**src/sv/sctt_pkg.sv**
```systemverilog
// Shared types, sizes and opcodes for the sorted cue time table.
// No dependencies; used by every other file of the block.
`default_nettype none

package sctt_pkg;

    localparam int TABLE_DEPTH = 256;
    localparam int IDX_W       = $clog2(TABLE_DEPTH);
    localparam int CNT_W       = IDX_W + 1;
    localparam int TIME_W      = 32;
    localparam int HANDLE_W    = 16;
    localparam int OP_W        = 3;

    localparam logic [OP_W-1:0] OP_CLEAR  = 3'd0;
    localparam logic [OP_W-1:0] OP_INSERT = 3'd1;
    localparam logic [OP_W-1:0] OP_OFFSET = 3'd2;
    localparam logic [OP_W-1:0] OP_FIND   = 3'd3;
    localparam logic [OP_W-1:0] OP_READ   = 3'd4;

    typedef enum logic {
        ALU_CMP = 1'b0,   // b - a, sign gives a <= b
        ALU_ADD = 1'b1    // a + signed b, clamped to the unsigned range
    } t_alu_mode;

    typedef struct packed {
        logic [TIME_W-1:0]   tm;
        logic [HANDLE_W-1:0] handle;
    } t_entry;

    typedef struct packed {
        logic                we;
        logic [IDX_W-1:0]    waddr;
        t_entry              wdata;
        logic [IDX_W-1:0]    raddr;
    } t_mem_req;

    typedef struct packed {
        logic                ok;
        logic                current_valid;
        logic [IDX_W-1:0]    current_index;
        logic                exact_found;
        logic                previous_valid;
        logic [IDX_W-1:0]    previous_index;
        logic                next_valid;
        logic [IDX_W-1:0]    next_index;
        logic [TIME_W-1:0]   entry_time;
        logic [HANDLE_W-1:0] entry_handle;
        logic [CNT_W-1:0]    entry_count;
    } t_result;

endpackage

`default_nettype wire

```
**src/sv/sctt_alu.sv**
```systemverilog
// Shared 34-bit add/compare unit with saturation to the unsigned time range.
// Depends on sctt_pkg.
`default_nettype none

module sctt_alu (
    input  wire sctt_pkg::t_alu_mode           i_mode,
    input  wire logic [sctt_pkg::TIME_W-1:0]   i_a,
    input  wire logic [sctt_pkg::TIME_W-1:0]   i_b,
    output logic                               o_le,
    output logic [sctt_pkg::TIME_W-1:0]        o_sum
);

    localparam int W = sctt_pkg::TIME_W + 2;

    logic [W-1:0] opa;
    logic [W-1:0] opb;
    logic [W-1:0] sum;

    always_comb begin
        case (i_mode)
            sctt_pkg::ALU_ADD: begin
                opa = {2'b00, i_a};
                opb = {{2{i_b[sctt_pkg::TIME_W-1]}}, i_b};
            end
            default: begin
                opa = {2'b00, i_b};
                opb = ~{2'b00, i_a} + W'(1);
            end
        endcase
        sum  = opa + opb;
        // compare: b - a not negative means a <= b
        o_le = ~sum[W-1];
        if (sum[W-1]) begin
            o_sum = '0;
        end else if (sum[W-2]) begin
            o_sum = '1;
        end else begin
            o_sum = sum[sctt_pkg::TIME_W-1:0];
        end
    end

endmodule

`default_nettype wire

```
**config.mk**
```make
export PLATFORM = sky130hd
export DESIGN_NAME = sctt_alu
export DESIGN_NICKNAME = d
export VERILOG_FILES = /design/src/sv/sctt_pkg.sv /design/src/sv/sctt_alu.sv
export SDC_FILE = /design/constraint.sdc
export NUM_CORES = 1
export LEC_CHECK = 0
export BUFFER_PORTS_ARGS = -buffer_cell sky130_fd_sc_hd__buf_2
export CAP_MARGIN = 20
export CORE_MARGIN = 2
export CORE_UTILIZATION = 55
export DETAILED_ROUTE_END_ITERATION = 12
export GPL_TIMING_DRIVEN = 0
export PLACE_DENSITY = 0.91
export SETUP_SLACK_MARGIN = 0.1
export SLEW_MARGIN = 25
export SYNTH_ARGS = -nofsm -noshare
export SYNTH_HDL_FRONTEND = slang
export SYNTH_SLANG_ARGS = --single-unit
```
**constraint.sdc**
```tcl
create_clock -name vclk -period 6.5
set_clock_uncertainty 0.2 [all_clocks]
set_input_delay 0.65 -clock vclk [all_inputs]
set_output_delay 0.65 -clock vclk [all_outputs]
set_load 0.03 [all_outputs]
```
Word-level counts from Yosys, hierarchy flattened --
Index checks and enable logic that the tools add are counted.
Storage, ports and cells: logic and storage cells 8, bits in registers 0
Cells by class: muxes and demuxes 4, bitwise logic cells 2, add/subtract/negate cells 2
Operators with widths (number):
- two-way mux 32 bit | 3
- adder 34 x 1 -> 34 bit (second input constant) | 1
- adder 34 bit | 1
- two-way mux 34 bit | 1
- NOT 32 -> 34 bit | 1
- NOT 1 bit | 1

Longest topological paths before layout --
depth in word-level cells 6, gate-level depth with buffers 23, depth with buffers taken out 20

Worst setup path before layout --
OpenSTA, ideal clock, no wires.
kind input port to output port, from input i_a[12] (netlist name), to output o_sum[22] (netlist name), slack 464 ps, arrival 5186 ps, data required time 5650 ps, stages 19, buffers on the path 2, path through or4_4 or3_4 or4_4 or4_1 buf_2 nor3_1 xor2_1 o21ai_0 ha_1 and3_1 nand2_1 nor3_1 o311a_1 a211oi_1 nand2b_1 a21oi_2 xnor2_4 buf_4 a21oi_1
On the way: cells in the longest elaborated chain, start to end 6
RTL lines:
- start: declaration | RTL line sctt_alu.sv:7 | input wire logic [sctt_pkg::TIME_W-1:0] i_a,
- NOT 32 -> 34 bit | RTL line sctt_alu.sv:27 | opb = ~{2'b00, i_a} + W'(1);
- adder 34 x 1 -> 34 bit | RTL line sctt_alu.sv:27
- two-way mux 34 bit | RTL line sctt_alu.sv:20 | case (i_mode)
- adder 34 bit (*) | RTL line sctt_alu.sv:30 | sum = opa + opb;
- two-way mux 32 bit | RTL line sctt_alu.sv:35 | end else if (sum[W-2]) begin
- two-way mux 32 bit (*) | RTL line sctt_alu.sv:33 | if (sum[W-1]) begin
- end: declaration | RTL line sctt_alu.sv:10 | output logic [sctt_pkg::TIME_W-1:0] o_sum
Every way passes the cells marked *; elsewhere a longest branch is shown, timed or not.

Worst setup path in the final report --
from input i_a[10] (netlist name), to output o_sum[31] (netlist name)
Same word-level chain as after synthesis.

==> metrics.txt <==
number of vias per cell=6.22; crit path DAT=between 5 and 6 ns; HPWL after DPL=a little under 8000 um; Initial Util=between 50% and 60%; Avg WL per Cell=about 17 um; commonest non-fill, non-tap cell in the layout=buf_2; row count=27; Fmax achieved=around 160 MHz; initial antenna violation count=0; routed wire length=between 10,000 and 15,000 um; CP startpoint kind=input port; worst-path maximum fanout=10; Die Y=between 70 and 80 um; ANT cells=0; Crit path largest cell delay=0.54 ns; Hold Fails Final Rpt=0; hold_buf cts=0; Crit-path slowest cell=or4_4; Reg area=0 sq um; Core Area=around 5500 sq um; DRC viols=0; Crit. path cell count=21; Final setup viols=0; HP Class=input port to primary output; Final nets=about 660; outcome=finished clean; largest net degree at the start of global routing=11; Fill cells=459; Final Hold Slack=approximately 1.8 ns; yosys warns=0; data required time of the worst path=about 5.7 ns; Leakage=around 1.8 nW; crit end category=primary output; io pins=slightly below 100; number of I/O port buffers=96; Cell Chain, Critical Path=buf_2 -> or4_4 -> or3_4 -> or4_4 -> or4_1 -> buf_4 -> nor3_2 -> xor2_1 -> o21ai_0 -> ha_1 -> buf_4 -> nor2b_1 -> o21ai_0 -> nand2b_1 -> a21oi_1 -> o21ai_0 -> a21oi_2 -> xnor2_2 -> buf_4 -> a21oi_1 -> buf_2; Max-Slew Margin vs Limit=51.7%; grt total ovfl=0; fraction of layout cells with a size suffix above 1=between 30% and 40%; Pins Over Slew Limit=0; hold depth=7; DR pass1 iterations=5; Area Growth Syn to Fin=26.8%; initial drt markers=~370; full die area=6260 sq um; Max Cap Viol=0; GR Util All Layers=30.8%; most frequent cells in the layout=buf_2 (72), a21oi_1 (56), nand2_1 (51), o21ai_0 (47), buf_4 (36); RSZ-0062 raised after global routing=yes; Worst Setup Path Type=input port to primary output; Routed Antenna Nets=0; Setup TNS Final=0 ns; Synth Instances=approximately 460; via count=a little under 4,000; synth unique cells=53; post-synthesis area per instance=6.79 sq um; delay-heaviest family, CP=simple AND/OR/NAND/NOR gates; synthesized area=around 3100 sq um; gpl congestion=just over 0.9; crit path buf inv count=5; VDD IR max=roughly 0.000095 V; Worst Hold End=o_sum[0]; first-pass GRT wire length=16,100 um; die width=approximately 79 um; vias in the first global route=~3,600; Worst-Margin Slew=approximately 0.72 ns; Seq Cell Count=0; PD cells=around 170 nW/um^2; final worst-path cycle share=a little over nine tenths; syn nets=558; sequential fraction of the synthesis area=0%; Hold Path Origin=i_b[0]; Final min period=between 6 and 7 ns; clk_buf instances=0
stage by stage:
stage               power, mW  cell area (sq um)  worst slack [ns]  std cells  util [%]
floorplan               0.424               3100             0.464        457         -
global placement        0.562               3670            -0.190        625      67.1
detailed placement      0.573               3670            -0.314        625      67.1
CTS                     0.586               3750             0.121        628      68.6
finish                  0.656               3930             0.132        632      71.9
global route            0.698               3930           -0.0260        632      71.9
synth_stat cells, drive strengths merged:
cell type  number  area share (%)
nor2           28             3.4
clkbuf         16             1.9
o22ai           1            0.20
buf             7             1.4
nand2b          6             1.2
mux2           32              12
a21oi          67              11
a221oi          2            0.56
or3             6             1.4
nor3b           2            0.65
and3            3            0.61
nand3           3            0.48
nor4            6             1.4
o31ai           4            0.97
a311o           1            0.32
o211ai          2            0.48
a211oi          3            0.73
and4            3            0.85
nand2          51             6.2
o21bai          4            0.97
ha             35              14
a21o           13             3.1
or2             3            0.61
o21a            3            0.73
o41ai           1            0.28
fa              1            0.65
nor3            9             1.5
inv            12             1.5
and2            1            0.20
o311a           1            0.32
nor2b           3            0.61
or4             5             1.5
o21ai          49             8.1
a21bo           1            0.32
nand3b          1            0.24
a211o           1            0.28
a2111oi         1            0.28
o31a            1            0.28
xnor2          23             7.1
xor2           34             9.6
nand4           5             1.0
a31o            1            0.28
a31oi           6             1.2
kinds of logic (layout without fill, tap and decap cells):
logic type	Yosys count	after routing	synth area share [%]
AND/OR/NAND/NOR	135	135	21.7
XOR/XNOR	57	57	16.7
multiplexers	32	32	11.6
AO/OA/AOI/OAI	162	162	30.5
adder cells (fa/ha/maj)	36	36	14.8
buffers and inverters	35	138	4.76
how the worst max path moves through the flow:
stage / startpoint / end / slack [ns]
global placement: i_a[2] / o_sum[13] / -0.19
global route: i_a[10] / o_sum[31] / -0.03
floorplan: i_a[12] / o_sum[22] / 0.46
detailed placement: i_a[2] / o_sum[13] / -0.31
finish: i_a[10] / o_sum[31] / 0.13
CTS: i_a[2] / o_sum[16] / 0.12
metal layers:
layer | global-route usage (%) | part of all wire (%) | vias to the layer above
li1 | - | - | 1875
met1 | 39.4 | 43 | 1811
met2 | 55.4 | 48 | 209
met3 | 1.70 | 6.5 | 33
met4 | 8.79 | 2.9 | 0
met5 | 0 | 0 | -
area by class of cell:
type | instances | area (sq um) | area share, %
Multi-Input combinational cell | 422 | 3080 | 78.4
Tap cell | 72 | 90.1 | 2.29
Buffer | 22 | 114 | 2.90
Inverter | 12 | 45.0 | 1.15
Timing Repair Buffer | 104 | 601 | 15.3
power by group:
part | internal [mW] | switching (mW) | total (mW)
Combinational | 0.252 | 0.405 | 0.656
Clock | 0 | 0 | 0
Sequential | 0 | 0 | 0
Total | 0.252 | 0.405 | 0.656
timing repair:
item	4_1_cts	5_1_grt
gates cloned	0	1
setup buffers	4	3
resized for setup	10	73
pin swaps	3	5
setup endpoints to repair	33	33
endpoints found under the hold margin	0	0
No activity file was read; power rests on OpenSTA's default activity.
