$ cat src/sv/sctt_pkg.sv
// Shared types, sizes and opcodes for the sorted cue time table.
// No dependencies; used by every other file of the block.
`default_nettype none

package sctt_pkg;

    localparam int TABLE_DEPTH = 256;
    localparam int IDX_W       = $clog2(TABLE_DEPTH);
    localparam int CNT_W       = IDX_W + 1;
    localparam int TIME_W      = 32;
    localparam int HANDLE_W    = 16;
    localparam int OP_W        = 3;

    localparam logic [OP_W-1:0] OP_CLEAR  = 3'd0;
    localparam logic [OP_W-1:0] OP_INSERT = 3'd1;
    localparam logic [OP_W-1:0] OP_OFFSET = 3'd2;
    localparam logic [OP_W-1:0] OP_FIND   = 3'd3;
    localparam logic [OP_W-1:0] OP_READ   = 3'd4;

    typedef enum logic {
        ALU_CMP = 1'b0,   // b - a, sign gives a <= b
        ALU_ADD = 1'b1    // a + signed b, clamped to the unsigned range
    } t_alu_mode;

    typedef struct packed {
        logic [TIME_W-1:0]   tm;
        logic [HANDLE_W-1:0] handle;
    } t_entry;

    typedef struct packed {
        logic                we;
        logic [IDX_W-1:0]    waddr;
        t_entry              wdata;
        logic [IDX_W-1:0]    raddr;
    } t_mem_req;

    typedef struct packed {
        logic                ok;
        logic                current_valid;
        logic [IDX_W-1:0]    current_index;
        logic                exact_found;
        logic                previous_valid;
        logic [IDX_W-1:0]    previous_index;
        logic                next_valid;
        logic [IDX_W-1:0]    next_index;
        logic [TIME_W-1:0]   entry_time;
        logic [HANDLE_W-1:0] entry_handle;
        logic [CNT_W-1:0]    entry_count;
    } t_result;

endpackage

`default_nettype wire

$ cat src/sv/sctt_seq.sv
// Operation sequencer: drives the entry store and the shared add/compare
// unit for insert shifting, offset sweep, binary search and reads.
// Depends on sctt_pkg.
`default_nettype none

module sctt_seq (
    input  wire logic                            i_clk,
    input  wire logic                            i_rst_n,
    input  wire logic                            i_in_valid,
    input  wire logic [sctt_pkg::OP_W-1:0]       i_opcode,
    input  wire logic [sctt_pkg::TIME_W-1:0]     i_time_value,
    input  wire logic [sctt_pkg::HANDLE_W-1:0]   i_text_handle,
    input  wire logic [sctt_pkg::IDX_W-1:0]      i_entry_index,
    input  wire logic [sctt_pkg::TIME_W-1:0]     i_offset,
    input  wire logic                            i_res_ready,
    input  wire sctt_pkg::t_entry                i_rdata,
    input  wire logic                            i_alu_le,
    input  wire logic [sctt_pkg::TIME_W-1:0]     i_alu_sum,
    output sctt_pkg::t_alu_mode                  o_alu_mode,
    output logic [sctt_pkg::TIME_W-1:0]          o_alu_b,
    output sctt_pkg::t_mem_req                   o_mem_req,
    output logic                                 o_busy,
    output logic                                 o_res_valid,
    output sctt_pkg::t_result                    o_res
);

    localparam int CW = sctt_pkg::CNT_W;
    localparam int IW = sctt_pkg::IDX_W;

    typedef enum logic [7:0] {
        S_IDLE     = 8'b0000_0001,
        S_INS_CMP  = 8'b0000_0010,
        S_INS_WR   = 8'b0000_0100,
        S_OFS      = 8'b0000_1000,
        S_SRCH_RD  = 8'b0001_0000,
        S_SRCH_CMP = 8'b0010_0000,
        S_RD_WAIT  = 8'b0100_0000,
        S_OUT      = 8'b1000_0000
    } t_state;

    t_state r_state, n_state;
    logic [CW-1:0] r_count, n_count;
    logic [CW-1:0] r_pos, n_pos;
    logic [CW-1:0] r_lo, n_lo;
    logic [CW-1:0] r_hi, n_hi;
    logic [sctt_pkg::TIME_W-1:0]   r_key_time, n_key_time;
    logic [sctt_pkg::HANDLE_W-1:0] r_key_handle, n_key_handle;
    sctt_pkg::t_result r_res, n_res;

    logic [CW:0]   mid_sum;
    logic [CW-1:0] mid;
    logic [CW-1:0] pos_m1;
    logic [CW-1:0] pos_m2;
    logic [CW-1:0] pos_p1;
    logic [CW-1:0] lo_m1;
    logic [CW-1:0] lo_m2;
    logic [CW-1:0] in_idx;

    assign mid_sum = {1'b0, r_lo} + {1'b0, r_hi};
    assign mid     = mid_sum[CW:1];
    assign pos_m1  = r_pos - CW'(1);
    assign pos_m2  = r_pos - CW'(2);
    assign pos_p1  = r_pos + CW'(1);
    assign lo_m1   = r_lo - CW'(1);
    assign lo_m2   = r_lo - CW'(2);
    assign in_idx  = {1'b0, i_entry_index};

    always_comb begin
        n_state      = r_state;
        n_count      = r_count;
        n_pos        = r_pos;
        n_lo         = r_lo;
        n_hi         = r_hi;
        n_key_time   = r_key_time;
        n_key_handle = r_key_handle;
        n_res        = r_res;
        o_mem_req.we          = 1'b0;
        o_mem_req.waddr       = r_pos[IW-1:0];
        o_mem_req.wdata.tm    = r_key_time;
        o_mem_req.wdata.handle = r_key_handle;
        o_mem_req.raddr       = pos_m1[IW-1:0];
        o_alu_mode  = sctt_pkg::ALU_CMP;
        o_alu_b     = r_key_time;
        o_res_valid = 1'b0;

        case (r_state)
            S_IDLE: begin
                if (i_in_valid) begin
                    n_key_time   = i_time_value;
                    n_key_handle = i_text_handle;
                    n_res        = '0;
                    n_res.ok     = 1'b1;
                    n_state      = S_OUT;
                    case (i_opcode)
                        sctt_pkg::OP_CLEAR: begin
                            n_count = '0;
                        end
                        sctt_pkg::OP_INSERT: begin
                            n_pos = r_count;
                            if (r_count >= CW'(sctt_pkg::TABLE_DEPTH)) begin
                                n_res.ok = 1'b0;
                            end else if (r_count == '0) begin
                                n_state = S_INS_WR;
                            end else begin
                                o_mem_req.raddr = IW'(r_count - CW'(1));
                                n_state = S_INS_CMP;
                            end
                        end
                        sctt_pkg::OP_OFFSET: begin
                            n_pos = '0;
                            o_mem_req.raddr = '0;
                            if (i_offset != '0 && r_count != '0) begin
                                n_state = S_OFS;
                            end
                        end
                        sctt_pkg::OP_FIND: begin
                            n_lo    = '0;
                            n_hi    = r_count;
                            n_state = S_SRCH_RD;
                        end
                        sctt_pkg::OP_READ: begin
                            o_mem_req.raddr = i_entry_index;
                            if (in_idx < r_count) begin
                                n_state = S_RD_WAIT;
                            end else begin
                                n_res.ok = 1'b0;
                            end
                        end
                        default: begin
                            n_state = S_OUT;
                        end
                    endcase
                end
            end
            S_INS_CMP: begin
                // read data is entry pos-1; shift it up while it is later
                if (!i_alu_le) begin
                    o_mem_req.we    = 1'b1;
                    o_mem_req.wdata = i_rdata;
                    n_pos           = pos_m1;
                    o_mem_req.raddr = pos_m2[IW-1:0];
                    if (pos_m1 == '0) begin
                        n_state = S_INS_WR;
                    end
                end else begin
                    o_mem_req.we = 1'b1;
                    n_count      = r_count + CW'(1);
                    n_state      = S_OUT;
                end
            end
            S_INS_WR: begin
                o_mem_req.we = 1'b1;
                n_count      = r_count + CW'(1);
                n_state      = S_OUT;
            end
            S_OFS: begin
                o_alu_mode = sctt_pkg::ALU_ADD;
                o_alu_b    = i_offset;
                o_mem_req.we           = 1'b1;
                o_mem_req.wdata.tm     = i_alu_sum;
                o_mem_req.wdata.handle = i_rdata.handle;
                o_mem_req.raddr        = pos_p1[IW-1:0];
                n_pos = pos_p1;
                if (pos_p1 == r_count) begin
                    n_state = S_OUT;
                end
            end
            S_SRCH_RD: begin
                o_mem_req.raddr = mid[IW-1:0];
                if (r_lo < r_hi) begin
                    n_state = S_SRCH_CMP;
                end else begin
                    n_state = S_OUT;
                    if (r_lo != '0) begin
                        n_res.current_valid = 1'b1;
                        n_res.current_index = lo_m1[IW-1:0];
                        n_res.exact_found   = 1'b1;
                        if (lo_m1 != '0) begin
                            n_res.previous_valid = 1'b1;
                            n_res.previous_index = lo_m2[IW-1:0];
                        end
                        if (r_lo < r_count) begin
                            n_res.next_valid = 1'b1;
                            n_res.next_index = r_lo[IW-1:0];
                        end
                    end else begin
                        n_res.current_valid = (r_count != '0);
                        if (r_count > CW'(1)) begin
                            n_res.next_valid = 1'b1;
                            n_res.next_index = IW'(1);
                        end
                    end
                end
            end
            S_SRCH_CMP: begin
                o_mem_req.raddr = mid[IW-1:0];
                if (i_alu_le) begin
                    n_lo = mid + CW'(1);
                end else begin
                    n_hi = mid;
                end
                n_state = S_SRCH_RD;
            end
            S_RD_WAIT: begin
                n_res.entry_time   = i_rdata.tm;
                n_res.entry_handle = i_rdata.handle;
                n_state = S_OUT;
            end
            S_OUT: begin
                if (i_res_ready) begin
                    o_res_valid = 1'b1;
                    n_state     = S_IDLE;
                end
            end
            default: begin
                n_state = S_IDLE;
            end
        endcase
    end

    always_ff @(posedge i_clk) begin
        if (!i_rst_n) begin
            r_state <= S_IDLE;
            r_count <= '0;
        end else begin
            r_state <= n_state;
            r_count <= n_count;
        end
        r_pos        <= n_pos;
        r_lo         <= n_lo;
        r_hi         <= n_hi;
        r_key_time   <= n_key_time;
        r_key_handle <= n_key_handle;
        r_res        <= n_res;
    end

    assign o_busy = (r_state != S_IDLE);

    always_comb begin
        o_res             = r_res;
        o_res.entry_count = r_count;
    end

endmodule

`default_nettype wire

$ cat config.mk
export PLATFORM = sky130hd
export DESIGN_NAME = sctt_seq
export DESIGN_NICKNAME = d
export VERILOG_FILES = /design/src/sv/sctt_pkg.sv /design/src/sv/sctt_seq.sv
export SDC_FILE = /design/constraint.sdc
export NUM_CORES = 1
export LEC_CHECK = 0
export BUFFER_PORTS_ARGS = -buffer_cell sky130_fd_sc_hd__buf_2
export CAP_MARGIN = 10
export CORE_ASPECT_RATIO = 0.9
export CORE_MARGIN = 3
export CORE_UTILIZATION = 35
export CTS_BUF_LIST = sky130_fd_sc_hd__clkbuf_16
export CTS_CLUSTER_DIAMETER = 40
export DETAILED_ROUTE_END_ITERATION = 8
export PLACE_DENSITY = 0.68
export SLEW_MARGIN = 20
export SYNTH_ARGS = -nofsm -noshare
export SYNTH_HDL_FRONTEND = slang
export SYNTH_SLANG_ARGS = --single-unit
export TNS_END_PERCENT = 30
$ cat constraint.sdc
create_clock -name i_clk -period 4.7 [get_ports i_clk]
set_input_delay 0.94 -clock i_clk [delete_from_list [all_inputs] [get_ports i_clk]]
set_output_delay 0.94 -clock i_clk [all_outputs]
set_load 0.005 [all_outputs]
== After elaboration in Yosys (flattened, before gate mapping) ==
Cells that the tools add are included.
Widths: inputs -> output; s select.
Word-level totals
  output and inout port bits: 186
  input bits: 176
  bits in registers: 169
  word-level logic and storage cells: 141
Cells by class
  add/sub/neg operators: 9
  multiplexer cells: 53
  $lt $le $gt $ge: 5
  reduce and logical (&&, ||, !) cells: 27
  eq/ne operators: 30
Operators by type and width (count)
  $pmux 48 s2: 2
  $mux 9: 15
  $mux 8: 12
  $mux 85: 1
  $pmux 8 s4: 2
  $mux 56: 1
  $pmux 28 s2: 1
  $pmux 8 s7: 1
  $pmux 9 s2: 3
  $pmux 9 s3: 2
  $mux 32: 1
  $reduce_bool 32->1: 1
  $mux 28: 1
  $add 9x1->9 const B: 3
  $reduce_bool 9->1: 3
  $pmux 8 s3: 1
  $reduce_and 4->1: 6
  $ne 2x2->1 const B: 10
  $logic_not 9->1: 2
  $lt 9x9->1: 2
  $mux 18: 1
  $sub 9x1->9 const B: 2
  $sub 8x2->8 const B: 2
  $add 9x9->10: 1
  other kinds (32): 48

== Depth between registers and ports, before layout ==
  word-level depth: 6
  depth in mapped cells: 11
  depth with buffers taken out: 9

== Least setup slack after synthesis ==
Ideal clock, no wire load.
  kind: register to output
  start: register r_state[4]
  end: output port o_mem_req[3] (netlist name)
  arrival: 2.914 ns
  slack: 0.846 ns
  buffers on the path: 0
  required time: 3.760 ns
  stages on the path, launching flop included: 9
  cells stage by stage: dfxtp_1 -> nor4_4 -> and3_1 -> nand2_1 -> inv_1 -> o21ai_1 -> o22ai_1 -> a21oi_1 -> o21ai_0
RTL lines
  from (decl): line sctt_seq.sv:41  | t_state r_state, n_state;
  from (signal assigned): line sctt_seq.sv:226  | r_state <= n_state;
  to (decl): line sctt_seq.sv:21  | output sctt_pkg::t_mem_req o_mem_req,

==> impl_metrics.json <==
{
  "status": "finished, final reports clean",
  "min_period_ns": 4.130,
  "synthesis.area_um2": 10440,
  "syn_to_final_growth_pct": 25.80,
  "crit_fanout": 8,
  "synth_ff_type": "edfxtp_1",
  "crit_arrival_ns": 3.19,
  "initialDrtViolationCount": 1176,
  "synth_nets": 1281,
  "grt_use_met3_pct": 6.488,
  "layout-drive-gt1-share_pct": 32.79,
  "layout.nets": 1610,
  "ant_nets": 0,
  "ys_seq_area_share_pct": 46.98,
  "ys.warnings.count": 0,
  "fin_tns_setup_ns": 0,
  "cts_setup_buffers": 0,
  "dieHeight_um": 169.8,
  "synthCells": 1058,
  "critPathKind": "reg2out",
  "hold_buffers": 0,
  "cp-end-kind": "output port",
  "grt_max_degree": 52,
  "clk_pin_slew_ns": 0.07,
  "synth_commonest_cells": "214 x nand2_1, 152 x edfxtp_1, 73 x nor2_1",
  "fmax_mhz": 242.1,
  "cts_resized": 0,
  "grt_pass1_vias": 9238,
  "yosys-top-cells-area": "edfxtp_1 44%, nand2_1 7.7%, ha_1 5.5%",
  "hold_violations": 0,
  "drv_cap": 0,
  "drt_wl_total_um": 38010,
  "synth.top_cell.area_share_pct": 43.72,
  "slew_headroom_pct": 30.89,
  "ys_async_sr_fraction_pct": 0,
  "max_stage_delay_ns": 0.54,
  "stdcell_area_um2": 13130,
  "place_hpwl_um": 29310,
  "grt_usage_pct": 22.78,
  "gp_congestion": 0.9867,
  "drc_errors": 0,
  "cp.required_ns": 3.76,
  "vias_per_cell": 5.446,
  "die-area_um2": 31940,
  "setup_viol": 0,
  "synth.distinct_cells": 86,
  "yosysMostFrequentCell": "nand2_1",
  "dieWidth_um": 188.1,
  "clock-sinks": 169,
  "min_path_type": "in2reg",
  "timing.rr.start": "r_lo[3]",
  "slowest_stage": "edfxtp_1",
  "yosys.area.top_type": "edfxtp_1",
  "busiest_layer": "met2",
  "start_kind": "register",
  "fin_crit_sh_pct": 87.88,
  "cts_root_buf": "clkbuf_16",
  "leakagePower_nw": 5.772,
  "io_pins": 362,
  "dpl_cell_area_um2": 12560,
  "startpoint": "r_lo[2]",
  "drv_slew": 0,
  "cp_cell_sequence": "ha_1 -> nor2b_1 -> o31ai_1 -> nand2_1 -> a211oi_1 -> xnor2_1 -> a211o_1 -> buf_2",
  "synth_edf_count": 152,
  "h-tree-depth": 4,
  "portBuffers": 361,
  "drt_pass1_iterations": 6,
  "grt_overflow": 0,
  "clockBufferDepth": 2,
  "skew_ns": 0.01337,
  "gr-usage-met1_pct": 32.73,
  "gr-usage-met2_pct": 33.19,
  "cts_tree": "built",
  "min-delay-start": "i_time_value[4]",
  "synth.ff_latch_count": 169,
  "grt_pass1_wl_um": 55970,
  "clk_latency_ns": 0.43,
  "post_drt_wl_per_cell_um": 21.12,
  "tightest_slew_ns": 1.035,
  "power.density_nw_per_um2": 307.6,
  "core_area_um2": 29160,
  "rows": 59,
  "start_util_pct": 35.80,
  "cts-buffers-inserted": 17,
  "ir_worst_vdd_v": 0.0002737,
  "syn_avg_cell_area_um2": 9.868,
  "antenna_found_initial": 4,
  "num_vias": 9803,
  "rsz0062_at_grt": "no"
}
-- through the flow --
step	std cells	hold slack (ns)	utilization, %	worst slack [ns]	power, mW
4_1_cts	1796	0.6516	45.01	0.6099	4.081
6_report	1800	0.6806	45.04	0.5697	4.041
3_3_place_gp	1764	0.6547	43.07	0.8866	2.676
3_5_place_dp	1764	0.6661	43.07	0.7673	2.683
5_1_grt	1799	0.6524	45.03	0.3481	4.231
2_1_floorplan	1058	0.6067	-	0.8463	2.259
-- cells by family after synthesis --
kind of cell	after synthesis	share of synthesized area, %
AND/OR/NAND/NOR	471	22.71
AO/OA/AOI/OAI	189	12.87
flip-flops	169	46.98
buffers and inverters	108	4.554
XOR/XNOR	53	4.974
adder cells (fa/ha/maj)	47	5.705
multiplexers	21	2.205
-- critical path, delay by kind of cell (launching register included) --
family	cells	cell delay, ns
AO/OA/AOI/OAI	3	1.13
flip-flops	1	0.54
adder cells (fa/ha/maj)	1	0.49
AND/OR/NAND/NOR	2	0.24
XOR/XNOR	1	0.22
buffers and inverters	1	0.14
-- report_power, final --
| part | internal, mW | switching, mW |
|---|---|---|
| Combinational | 0.296 | 0.446 |
| Clock | 0.743 | 0.641 |
| Sequential | 1.83 | 0.0800 |
| Total | 2.87 | 1.17 |
-- state kept, by name, summed over array words and instances (netlist names) --
signal        flops
r_state           8
r_lo              9
r_pos             9
r_hi              9
r_key_handle     16
o_res            77
r_key_time       32
r_count           9
-- final cells by class --
cell class	count	area, um2
clock inverters	15	138.9
flip-flops and latches	169	4905
well taps	396	495.5
multi-input cells	781	5075
clock buffers	17	425.4
repair buffers	378	1934
inverters	40	150.1
fillers	2785	16030
diodes	4	10.01
-- cells in the final DEF, fill, tap and decap left out, types with 17 or more instances in the layout --
| cell type | count |
|---|---|
| o21ai_0 | 31 |
| a21oi_1 | 37 |
| nor2_1 | 72 |
| and2_1 | 56 |
| nand2_1 | 214 |
| clkbuf_16 | 17 |
| buf_4 | 17 |
| ha_1 | 46 |
| xnor2_1 | 34 |
| inv_1 | 37 |
| dfxtp_1 | 17 |
| edfxtp_1 | 152 |
| buf_2 | 361 |
| a22oi_1 | 41 |
-- worst paths after layout --
kind,to,slack (ns),cells past startpoint
worst max register to register,o_res[71],1.28,7
worst min-delay path,r_key_time[4],0.68,1
worst max-delay path,o_mem_req[6],0.57,8
worst min register to register,r_pos[8],0.68,2
-- routing by layer --
metal	up-vias	wire length, um
li1	4453	-
met1	4708	16410
met2	564	16810
met3	76	3903
met4	2	874
met5	-	16
No activity file was read; power rests on OpenSTA's default activity.
